File: src/hdl/obpl_pkg.sv
package obpl_pkg;

    localparam int DEF_MAX_ORDERS = 1024;
    localparam int DEF_MAX_LEVELS = 256;

    localparam int KIND_W   = 2;
    localparam int STATUS_W = 3;
    localparam int ID_W     = 32;
    localparam int PRICE_W  = 32;
    localparam int QTY_W    = 32;
    localparam int TOTAL_W  = 48;
    localparam int COUNT_W  = 11;

    localparam logic [COUNT_W-1:0] COUNT_MAX = '1;

    localparam logic [KIND_W-1:0] KIND_INSERT = 2'd0;
    localparam logic [KIND_W-1:0] KIND_MODIFY = 2'd1;
    localparam logic [KIND_W-1:0] KIND_CANCEL = 2'd2;
    localparam logic [KIND_W-1:0] KIND_UNUSED = 2'd3;

    localparam logic [STATUS_W-1:0] ST_OK        = 3'd0;
    localparam logic [STATUS_W-1:0] ST_NOT_FOUND = 3'd1;
    localparam logic [STATUS_W-1:0] ST_DUPLICATE = 3'd2;
    localparam logic [STATUS_W-1:0] ST_ORD_FULL  = 3'd3;
    localparam logic [STATUS_W-1:0] ST_LVL_FULL  = 3'd4;

    typedef struct packed {
        logic               valid;
        logic               side;
        logic [ID_W-1:0]    ident;
        logic [PRICE_W-1:0] price;
        logic [QTY_W-1:0]   amount;
    } ord_ent_t;

    typedef struct packed {
        logic               valid;
        logic               side;
        logic [PRICE_W-1:0] price;
        logic [TOTAL_W-1:0] total;
        logic [COUNT_W-1:0] count;
    } lvl_ent_t;

    typedef enum logic [3:0] {
        STEP_NONE,
        STEP_CLEAR,
        STEP_LOAD,
        STEP_OSCAN,
        STEP_LSTART,
        STEP_LSCAN,
        STEP_ORDW,
        STEP_LEAVE,
        STEP_JOIN,
        STEP_ERR,
        STEP_OUT_LOAD
    } step_t;

    typedef struct packed {
        step_t               step;
        logic [STATUS_W-1:0] code;
    } cmd_t;

    typedef struct packed {
        logic [KIND_W-1:0] kind;
        logic              o_hit;
        logic              o_free;
        logic              lo_hit;
        logic              ln_hit;
        logic              lf_ok;
        logic              same_price;
        logic              same_qty;
        logic              lo_le1;
        logic              scan_done;
        logic              clr_done;
        logic              out_free;
    } stat_t;

endpackage

File: src/hdl/obpl_ctrl.sv
module obpl_ctrl (
    input  logic           aclk,
    input  logic           aresetn,
    input  logic           s_tvalid,
    output logic           s_tready,
    input  obpl_pkg::stat_t stat,
    output obpl_pkg::cmd_t  cmd
);

    import obpl_pkg::*;

    typedef enum logic [3:0] {
        S_CLEAR,
        S_IDLE,
        S_OSCAN,
        S_OCHK,
        S_LSCAN,
        S_LCHK,
        S_LEAVE,
        S_JOIN,
        S_OUT
    } state_t;

    state_t state_reg, state_next;

    always_ff @(posedge aclk) begin
        if (!aresetn) begin
            state_reg <= S_CLEAR;
        end else begin
            state_reg <= state_next;
        end
    end

    assign s_tready = (state_reg == S_IDLE);

    always_comb begin
        state_next = state_reg;
        cmd.step   = STEP_NONE;
        cmd.code   = ST_OK;
        unique case (state_reg)
            S_CLEAR: begin
                cmd.step = STEP_CLEAR;
                if (stat.clr_done) state_next = S_IDLE;
            end
            S_IDLE: begin
                if (s_tvalid) begin
                    cmd.step   = STEP_LOAD;
                    state_next = S_OSCAN;
                end
            end
            S_OSCAN: begin
                cmd.step = STEP_OSCAN;
                if (stat.scan_done) state_next = S_OCHK;
            end
            S_OCHK: begin
                unique case (stat.kind) inside
                    KIND_INSERT: begin
                        if (stat.o_hit) begin
                            cmd.step = STEP_ERR;
                            cmd.code = ST_DUPLICATE;
                            state_next = S_OUT;
                        end else if (!stat.o_free) begin
                            cmd.step = STEP_ERR;
                            cmd.code = ST_ORD_FULL;
                            state_next = S_OUT;
                        end else begin
                            cmd.step = STEP_LSTART;
                            state_next = S_LSCAN;
                        end
                    end
                    KIND_MODIFY, KIND_CANCEL: begin
                        if (!stat.o_hit) begin
                            cmd.step = STEP_ERR;
                            cmd.code = ST_NOT_FOUND;
                            state_next = S_OUT;
                        end else begin
                            cmd.step = STEP_LSTART;
                            state_next = S_LSCAN;
                        end
                    end
                    default: begin
                        // unused kind answers ok with empty level fields
                        cmd.step = STEP_ERR;
                        cmd.code = ST_OK;
                        state_next = S_OUT;
                    end
                endcase
            end
            S_LSCAN: begin
                cmd.step = STEP_LSCAN;
                if (stat.scan_done) state_next = S_LCHK;
            end
            S_LCHK: begin
                unique case (stat.kind)
                    KIND_INSERT: begin
                        if (!(stat.ln_hit || stat.lf_ok)) begin
                            cmd.step = STEP_ERR;
                            cmd.code = ST_LVL_FULL;
                            state_next = S_OUT;
                        end else begin
                            cmd.step = STEP_ORDW;
                            state_next = S_JOIN;
                        end
                    end
                    KIND_CANCEL: begin
                        cmd.step = STEP_ORDW;
                        state_next = stat.lo_hit ? S_LEAVE : S_OUT;
                    end
                    default: begin
                        if (stat.same_price) begin
                            cmd.step = STEP_ORDW;
                            state_next = (stat.lo_hit && !stat.same_qty) ? S_LEAVE : S_OUT;
                        end else if (!stat.ln_hit && !stat.lf_ok &&
                                     !(stat.lo_hit && stat.lo_le1)) begin
                            cmd.step = STEP_ERR;
                            cmd.code = ST_LVL_FULL;
                            state_next = S_OUT;
                        end else begin
                            cmd.step = STEP_ORDW;
                            state_next = stat.lo_hit ? S_LEAVE : S_JOIN;
                        end
                    end
                endcase
            end
            S_LEAVE: begin
                cmd.step = STEP_LEAVE;
                state_next = (stat.kind == KIND_CANCEL) ? S_OUT : S_JOIN;
            end
            S_JOIN: begin
                cmd.step = STEP_JOIN;
                state_next = S_OUT;
            end
            S_OUT: begin
                if (stat.out_free) begin
                    cmd.step = STEP_OUT_LOAD;
                    state_next = S_IDLE;
                end
            end
            default: state_next = S_CLEAR;
        endcase
    end

endmodule

File: config.mk
export PLATFORM = sky130hd
export DESIGN_NAME = obpl_ctrl
export DESIGN_NICKNAME = d
export VERILOG_FILES = /design/src/hdl/obpl_pkg.sv /design/src/hdl/obpl_ctrl.sv
export SDC_FILE = /design/constraint.sdc
export NUM_CORES = 1
export LEC_CHECK = 0
export BUFFER_PORTS_ARGS = -buffer_cell sky130_fd_sc_hd__buf_2
export CAP_MARGIN = 25
export CORE_MARGIN = 2
export CORE_UTILIZATION = 53
export DETAILED_ROUTE_END_ITERATION = 16
export PLACE_DENSITY = 0.85
export SYNTH_ARGS = -nofsm -noshare
export SYNTH_HDL_FRONTEND = slang
export SYNTH_SLANG_ARGS = --single-unit
File: constraint.sdc
create_clock -name aclk -period 4.3 [get_ports aclk]
set_input_delay 0 -clock aclk [delete_from_list [all_inputs] [get_ports aclk]]
set_output_delay 0 -clock aclk [all_outputs]
set_load 0.005 [all_outputs]
---- After elaboration in Yosys (flattened, before gate mapping) ----
Index checks and enable logic that the tools add are counted.
operators by class
  eq/ne operators ......................... 15
  muxes and demuxes ....................... 36
  reduce and logical (&&, ||, !) cells .... 13
operators with widths
  kind                count
  $mux 4              20
  $pmux 4 s9          2
  $pmux 4 s2          3
  $eq 4x3->1 const B  4
  $pmux 7 s2          1
  $pmux 3 s2          2
  $ne 2x2->1 const B  5
  $mux 3              3
  $eq 4x2->1 const B  2
  $mux 7              1
  $reduce_and 5->1    1
  $eq 4x1->1 const B  1
  $eq 4x4->1 const B  1
  $logic_and 1x1->1   4
  $logic_not 1->1     4
  $logic_not 4->1     1
  $mux 2              2
  $eq 2x1->1 const B  1
  $eq 2x2->1 const B  1
  $logic_not 2->1     1
  $mux 1              2
  $reduce_or 2->1     1
  $logic_or 1x1->1    1
storage, ports and cells
  flip-flop bits (word level) ............. 4
  input port bits ......................... 16
  logic and storage cells ................. 65

---- Longest topological paths before layout ----
Gate-level depths: netlist (run 1).
  depth in word-level cells ............... 7
  gate-level depth with buffers ........... 7
  depth with buffers taken out ............ 6

---- Worst setup path after synthesis (run 1) ----
Ideal clock, no wire load.
  kind .................................... register -> register
  start ................................... reg state_reg[2]
  end ..................................... reg state_reg[0]
  setup time .............................. 0.073 ns
  data arrival time ....................... 1.377 ns
  data required time ...................... 4.227 ns
  path slack .............................. 2.850 ns
  cell stages (with the launch flop) ...... 6
  path buffers ............................ 1
  clock period less this slack ............ 1.450 ns
  cells stage by stage .................... dfxtp_1 > buf_6 > nor4b_4 > o221ai_2 > or4_4 > o211ai_2
between the ends
  cells in the longest elaborated chain, start to end .. 3
  elaborated cells between the ends (all ways) .. 16
  those cells by class .................... eq/ne: 13; mux: 1; reduce/logical: 2
RTL lines
  what                                      RTL line         RTL
  start, declared                           obpl_ctrl.sv:24  state_t state_reg, state_next;
  start signal, assigned                    obpl_ctrl.sv:30  state_reg <= state_next;
  $eq 4x2->1, or another cell as far along  obpl_ctrl.sv:40  unique case (state_reg)
  $ne 2x2->1 (no line)                      --
  $reduce_and 5->1 (no line)                --
Parallel ways exist; a longest one is shown, timed or not.
A chain may end at the register's enable or synchronous reset.

==> impl_metrics.csv, run 1 <==
group,metric,value,unit
die,pin_count,24,
die,start_util,56.4,%
setup_path,worstPathCellList,"nand2b_1 > or3_1 > o21a_1 > nand2_1 > buf_2",
die,rows,13,
drt,num_vias,804,
synth,async_flop_share,0,%
final_layout,n_fill_cell,119,
setup_path,r2r_start,"state_reg[0]",
clock_network,cts_tree,"built",
sta,tns,0,ns
final_layout,largest_reg_flops,4,
drt,drc,0,
place,portBuffers,23,
sta,fmax,0.532,GHz
clock_network,ctsHoldBuffers,0,
setup_path,reg2regPathDepth,4,
die,fp.dieH,41.0,µm
drt,drt_iter0_drc,36,
drt,routed_wl,1820,µm
global_route,grt_usage,23.8,%
power_and_ir_drop,total_leakage_power,0.356,nW
final_layout,final_cell_mix,"buf_2, inv_1, a21oi_1, nand2_1, nor2_1",
clock_network,clock_latency,0.23,ns
setup_path,worstSetupPathType,"register to primary output",
setup_path,cp_num_buf_inv,1,
clock_network,path_clk_slew,0.04,ns
global_route,grt_overflow,0,
clock_network,cts-resized-gates,0,
run_status,status,"finished, final reports clean",
sta,drv_slew,0,
synth,yosysTopAreaCell,"dfxtp_1",
clock_network,root_buffer,"clkbuf_4",
setup_path,end_kind,"primary output",
setup_path,startpoint_type,"register",
die,dieArea,1680,µm²
synth,yosysUniqueCellTypes,47,
synth,synth_edf_count,0,
synth,yosys_warnings,0,
hold_path,hp-start,"aresetn",
hold_path,hold_class,"primary input to register",
final_layout,final_common_cell,"buf_2",
sta,worstMarginPinSlew,0.549,ns
global_route,grt_pass1_wl,2690,µm
sta,finalSetupViolations,0,
final_layout,area_delta_synth_final,16.1,%
place,hpwl,1410,µm
drt,dr.pass1.iters,4,
synth,synth.ff_latch_count,4,
final_layout,n_antenna_cell,0,
synth,yosysTopAreaCellShare,11.1,%
final_layout,post-route-util,65.4,%
die,die_width,41.0,µm
final_layout,layout-drive-gt1-share,29.8,%
synth,synthCells,94,
sta,clock_skew,0.00555,ns
sta,hold_violations,0,
synth,syn_area,724,µm²
drt,vias_per_cell,6.23,
flow_run,maxCapViolations,0,
clock_network,clock_sink_count,4,
setup_path,cp_max_fo,13,
sta,rsz0062_at_grt,"no",
hold_path,min_to,"state_reg[3]",
global_route,first_global_vias,651,
setup_path,worstReg2RegEnd,"state_reg[1]",
clock_network,numCtsBuffers,3,
hold_path,holdPathStages,2,
sta,fin_crit_sh,43.7,%
setup_path,max_stage_delay,0.66,ns
global_route,antenna_found_initial,0,
die,coreArea,1280,µm²
global_route,grt_start_max_net_pins,15,
synth,syn-num-nets,114,
power_and_ir_drop,vdd_drop_max,0.000333,V
power_and_ir_drop,finalPower,0.274,mW
place,gp_congestion,0.911,
clock_network,cts.path.max_buffers,2,
synth,synth-seq-area-share,11.1,%
power_and_ir_drop,power_density,326,nW/µm²
final_layout,fin_nets,136,
sta,post-route-min-period,1.88,ns
synth,synth_area_per_cell,7.71,µm²
setup_path,reg2reg_slack,2.57,ns
sta,relSlewSlack,63.4,%
drt,routedWlPerCell,14.1,µm
setup_path,cp_slowest_cell,"dfxtp_1",
setup_path,crit_family,"simple AND/OR/NAND/NOR gates",
synth,synth_top_flop_cell,"dfxtp_1",
setup_path,worstPathArrival,1.88,ns
synth,synth_area_leaders,"dfxtp_1, ha_1, a21oi_1, inv_1, nand4bb_4",
setup_path,critical_path_required,4.30,ns
drt,drtAntennaViolNets,0,
clock_network,h-tree-depth,1,
clock_network,post_cts_buffers,0,
[worst register-to-register path, stage by stage (launching register included)]
cell	delay, ns
dfxtp_1	0.66
nand2b_1	0.19
nor4_1	0.44
a211o_2	0.21
a22oi_1	0.08
[where the power goes]
part / internal (mW) / switching, mW / total (mW)
logic: 0.0737 / 0.0725 / 0.146
clock network: 0.0311 / 0.0138 / 0.0449
registers: 0.0463 / 0.0370 / 0.0833
total: 0.151 / 0.123 / 0.274
[stage by stage]
step	hold WS (ns)	cells	area, µm²	setup slack [ns]
6_report	0.0517	129	841	2.42
5_1_grt	0.0591	129	841	2.33
4_1_cts	0.0386	129	841	2.42
3_5_place_dp	0.261	126	818	2.61
3_3_place_gp	0.261	126	818	2.69
2_1_floorplan	0.0365	94	724	2.85
[cells in the mapped netlist (all sizes together), types with 2 or more instances]
library cell	instances
a2111oi	2
a211oi	2
a21oi	8
buf	5
dfxtp	4
ha	4
inv	9
nand2	6
nand2b	4
nand3	2
nor2	5
nor2b	2
nor3	3
nor4	2
o211ai	2
o21a	2
o21ai	4
o32ai	2
or3	2
[per-layer routing]
metal	up-vias	wire (µm)	track usage, %	part of all wire (%)
met5	-	0	0	0
met4	0	0	7.50	0
met3	0	94	0	5.2
met2	36	903	42.6	50
met1	370	824	30.5	45
li1	398	-	-	-
[worst max-delay path by stage]
stage | endpoint | cells past startpoint | slack (ns) | start
final | cmd[5] | 5 | 2.42 | state_reg[0]
after global routing | cmd[5] | 5 | 2.33 | state_reg[0]
after CTS | cmd[5] | 5 | 2.42 | state_reg[0]
after detailed placement | state_reg[1] | 4 | 2.61 | state_reg[2]
after global placement | state_reg[1] | 4 | 2.69 | state_reg[2]
after floorplan | state_reg[0] | 5 | 2.85 | state_reg[2]
[kinds of logic after synthesis]
logic type	synth area share (%)
DFF	11.1
adders and majority gates	6.91
xor gates and xnor gates	1.21
AOI/OAI and AO/OA	37.5
muxes	1.38
buffers and inverters	10.2
and+or+nand+nor	31.8
[area by class of cell]
class / count / area [µm²] / area share [%]
timing repair buffer: 23 / 115 / 13.7
sequential: 4 / 80.1 / 9.52
clock buffer: 3 / 22.5 / 2.68
tap: 15 / 18.8 / 2.23
inverter: 9 / 33.8 / 4.02
multi-input combinational: 75 / 571 / 67.9
(Power assumes the default switching activity.)
==> run 2, diff against run 1 <==
--- a/config.mk
+++ b/config.mk
@@ -8,9 +8,9 @@
 export BUFFER_PORTS_ARGS = -buffer_cell sky130_fd_sc_hd__buf_2
 export CAP_MARGIN = 25
 export CORE_MARGIN = 2
-export CORE_UTILIZATION = 53
+export CORE_UTILIZATION = 44
 export DETAILED_ROUTE_END_ITERATION = 16
-export PLACE_DENSITY = 0.85
+export PLACE_DENSITY = 0.76
 export SYNTH_ARGS = -nofsm -noshare
 export SYNTH_HDL_FRONTEND = slang
 export SYNTH_SLANG_ARGS = --single-unit
==> constraint.sdc (replaced) <==
create_clock -name aclk -period 1.6 [get_ports aclk]
set_input_delay 0 -clock aclk [delete_from_list [all_inputs] [get_ports aclk]]
set_output_delay 0 -clock aclk [all_outputs]
set_load 0.005 [all_outputs]
==> run 2 against run 1 <==
- clock power grew to 2.7 times the previous value
- first-iteration DRC count is 64% lower
- cell area increased by 14%
- global-route usage is 1.8 points lower
- utilization shrank 2.8 points
- critical path depth grew 1
- largest power group unchanged
==> impl_metrics.csv, run 2 (synthesis gave the netlist of run 1 again) <==
group,metric,value,unit
sta,worstMarginPinSlew,0.513,ns
drt,drtAntennaViolNets,0,
global_route,grt_start_max_net_pins,12,
global_route,first_global_vias,776,
power_and_ir_drop,total_leakage_power,0.416,nW
clock_network,ctsHoldBuffers,0,
clock_network,clock_latency,0.23,ns
setup_path,r2r_start,"state_reg[0]",
drt,num_vias,833,
sta,tns,0,ns
die,start_util,47.5,%
sta,rsz0062_at_grt,"no",
clock_network,numCtsBuffers,3,
sta,hold_violations,0,
final_layout,post-route-util,62.6,%
hold_path,holdPathStages,2,
setup_path,worstSetupPathType,"register to primary output",
final_layout,multi_input_area,594,µm²
flow_run,maxCapViolations,0,
clock_network,path_clk_slew,0.04,ns
setup_path,worstReg2RegEnd,"state_reg[1]",
place,dp_slack,0.0436,ns
clock_network,cts.path.max_buffers,2,
setup_path,reg2reg_slack,0.07,ns
power_and_ir_drop,power_frac_seq,24.1,%
final_layout,area_delta_synth_final,31.8,%
drt,vias_per_cell,5.91,
die,pin_count,24,
setup_path,reg2regPathDepth,4,
drt,drc,0,
drt,dr.pass1.iters,4,
power_and_ir_drop,switching_share,42.3,%
die,rows,14,
sta,fin_crit_sh,96.1,%
setup_path,critical_path_required,1.60,ns
setup_path,cp_max_fo,10,
die,fp.dieH,44.6,µm
global_route,grt_overflow,0,
place,portBuffers,23,
power_and_ir_drop,vdd_drop_max,0.000827,V
setup_path,worstPathArrival,1.54,ns
drt,routedWlPerCell,13.8,µm
drt,drt_iter0_drc,13,
drt,routed_wl,1940,µm
final_layout,final_common_cell,"buf_2",
power_and_ir_drop,combinationalPowerShare,61.8,%
sta,drv_slew,0,
hold_path,min_to,"state_reg[3]",
final_layout,final_cell_mix,"buf_2, buf_4, inv_1, a21oi_1, nand2_1",
sta,finalSetupViolations,0,
final_layout,n_fill_cell,139,
run_status,status,"finished, final reports clean",
final_layout,layout-drive-gt1-share,40.8,%
die,coreArea,1520,µm²
sta,post-route-min-period,1.54,ns
final_layout,n_antenna_cell,0,
die,die_width,44.6,µm
clock_network,h-tree-depth,1,
final_layout,fin_nets,147,
hold_path,hold_class,"primary input to register",
power_and_ir_drop,switchingPower,0.366,mW
setup_path,startpoint_type,"register",
power_and_ir_drop,p_int,0.499,mW
sta,clock_skew,0.00419,ns
power_and_ir_drop,power_density,906,nW/µm²
sta,fmax,0.651,GHz
clock_network,post_cts_buffers,0,
global_route,antenna_found_initial,0,
sta,relSlewSlack,65.7,%
clock_network,root_buffer,"clkbuf_4",
die,dieArea,1990,µm²
place,hpwl,1640,µm
final_layout,regArea,86.3,µm²
sta,setup_ws,0.0631,ns
place,gp_congestion,0.902,
global_route,grt_usage,21.9,%
global_route,grt_pass1_wl,3240,µm
hold_path,hp-start,"aresetn",
setup_path,end_kind,"primary output",
clock_network,cts_tree,"built",
sta,whs,0.0406,ns
final_layout,largest_reg_flops,4,
clock_network,clock_sink_count,4,
power_and_ir_drop,clockPowerShare,14.2,%
## run 2: cell count changes in the layout (fill, tap and decap cells not counted)
cell,delta
a2111oi_0,-1
dfxtp_1,-3
nand2b_4,+1
buf_4,+11
a2111oi_1,+1
dfxtp_2,+2
nand2b_1,-1
nor2b_1,-2
nor2b_4,+2
dfxtp_4,+1
## run 2: power groups by stage
stage | clock network, mW | registers, mW | logic [mW]
final | 0.123 | 0.208 | 0.534
after global routing | 0.132 | 0.214 | 0.581
after CTS | 0.132 | 0.200 | 0.523
after detailed placement | 0 | 0.188 | 0.509
after global placement | 0 | 0.189 | 0.505
after floorplan | 0 | 0.154 | 0.349
## run 2: area by class of cell
class	count	share of cell area, %
Timing Repair Buffer	34	20.7
Clock buffer	3	2.36
Tap cell	16	2.10
Inverter	9	3.54
Multi-Input combinational cell	75	62.3
Sequential cell	4	9.04
## run 2: what timing repair did
| item | CTS | global route |
|---|---|---|
| pin swaps | 0 | 0 |
| gates resized for setup | 5 | 5 |
| setup endpoints to repair | 4 | 6 |
## run 2: metal layers
| layer | part of all wire, % | global-route usage [%] | vias to the layer above |
|---|---|---|---|
| li1 | - | - | 422 |
| met5 | 0 | 0 | - |
| met1 | 43 | 27.6 | 383 |
| met4 | 1.3 | 12.1 | 0 |
| met2 | 52 | 35.7 | 24 |
| met3 | 3.9 | 2.86 | 4 |
## run 2: per-stage QoR
step | power, mW | instances | instance area, µm²
2_1_floorplan | 0.503 | 94 | 724
3_3_place_gp | 0.693 | 138 | 902
3_5_place_dp | 0.697 | 138 | 902
4_1_cts | 0.855 | 141 | 940
5_1_grt | 0.927 | 141 | 955
6_report | 0.865 | 141 | 955
## run 2: how the worst max path moves through the flow
stage	start	to	slack, ns	cells past startpoint
final	state_reg[3]	cmd[4]	0.06	6
after global routing	state_reg[3]	cmd[4]	0.002	6
after CTS	state_reg[2]	cmd[4]	0.02	5
after detailed placement	state_reg[0]	state_reg[1]	0.04	4
after global placement	state_reg[0]	state_reg[1]	0.09	4
after floorplan	state_reg[2]	state_reg[0]	0.15	5
## run 2: critical path, stage by stage (launching register included)
cell and delay (ns):
dfxtp_1 0.36, buf_4 0.19, nor2b_4 0.17, a21oi_1 0.07, o32a_1 0.18, o21ai_0 0.19
buf_2 0.15
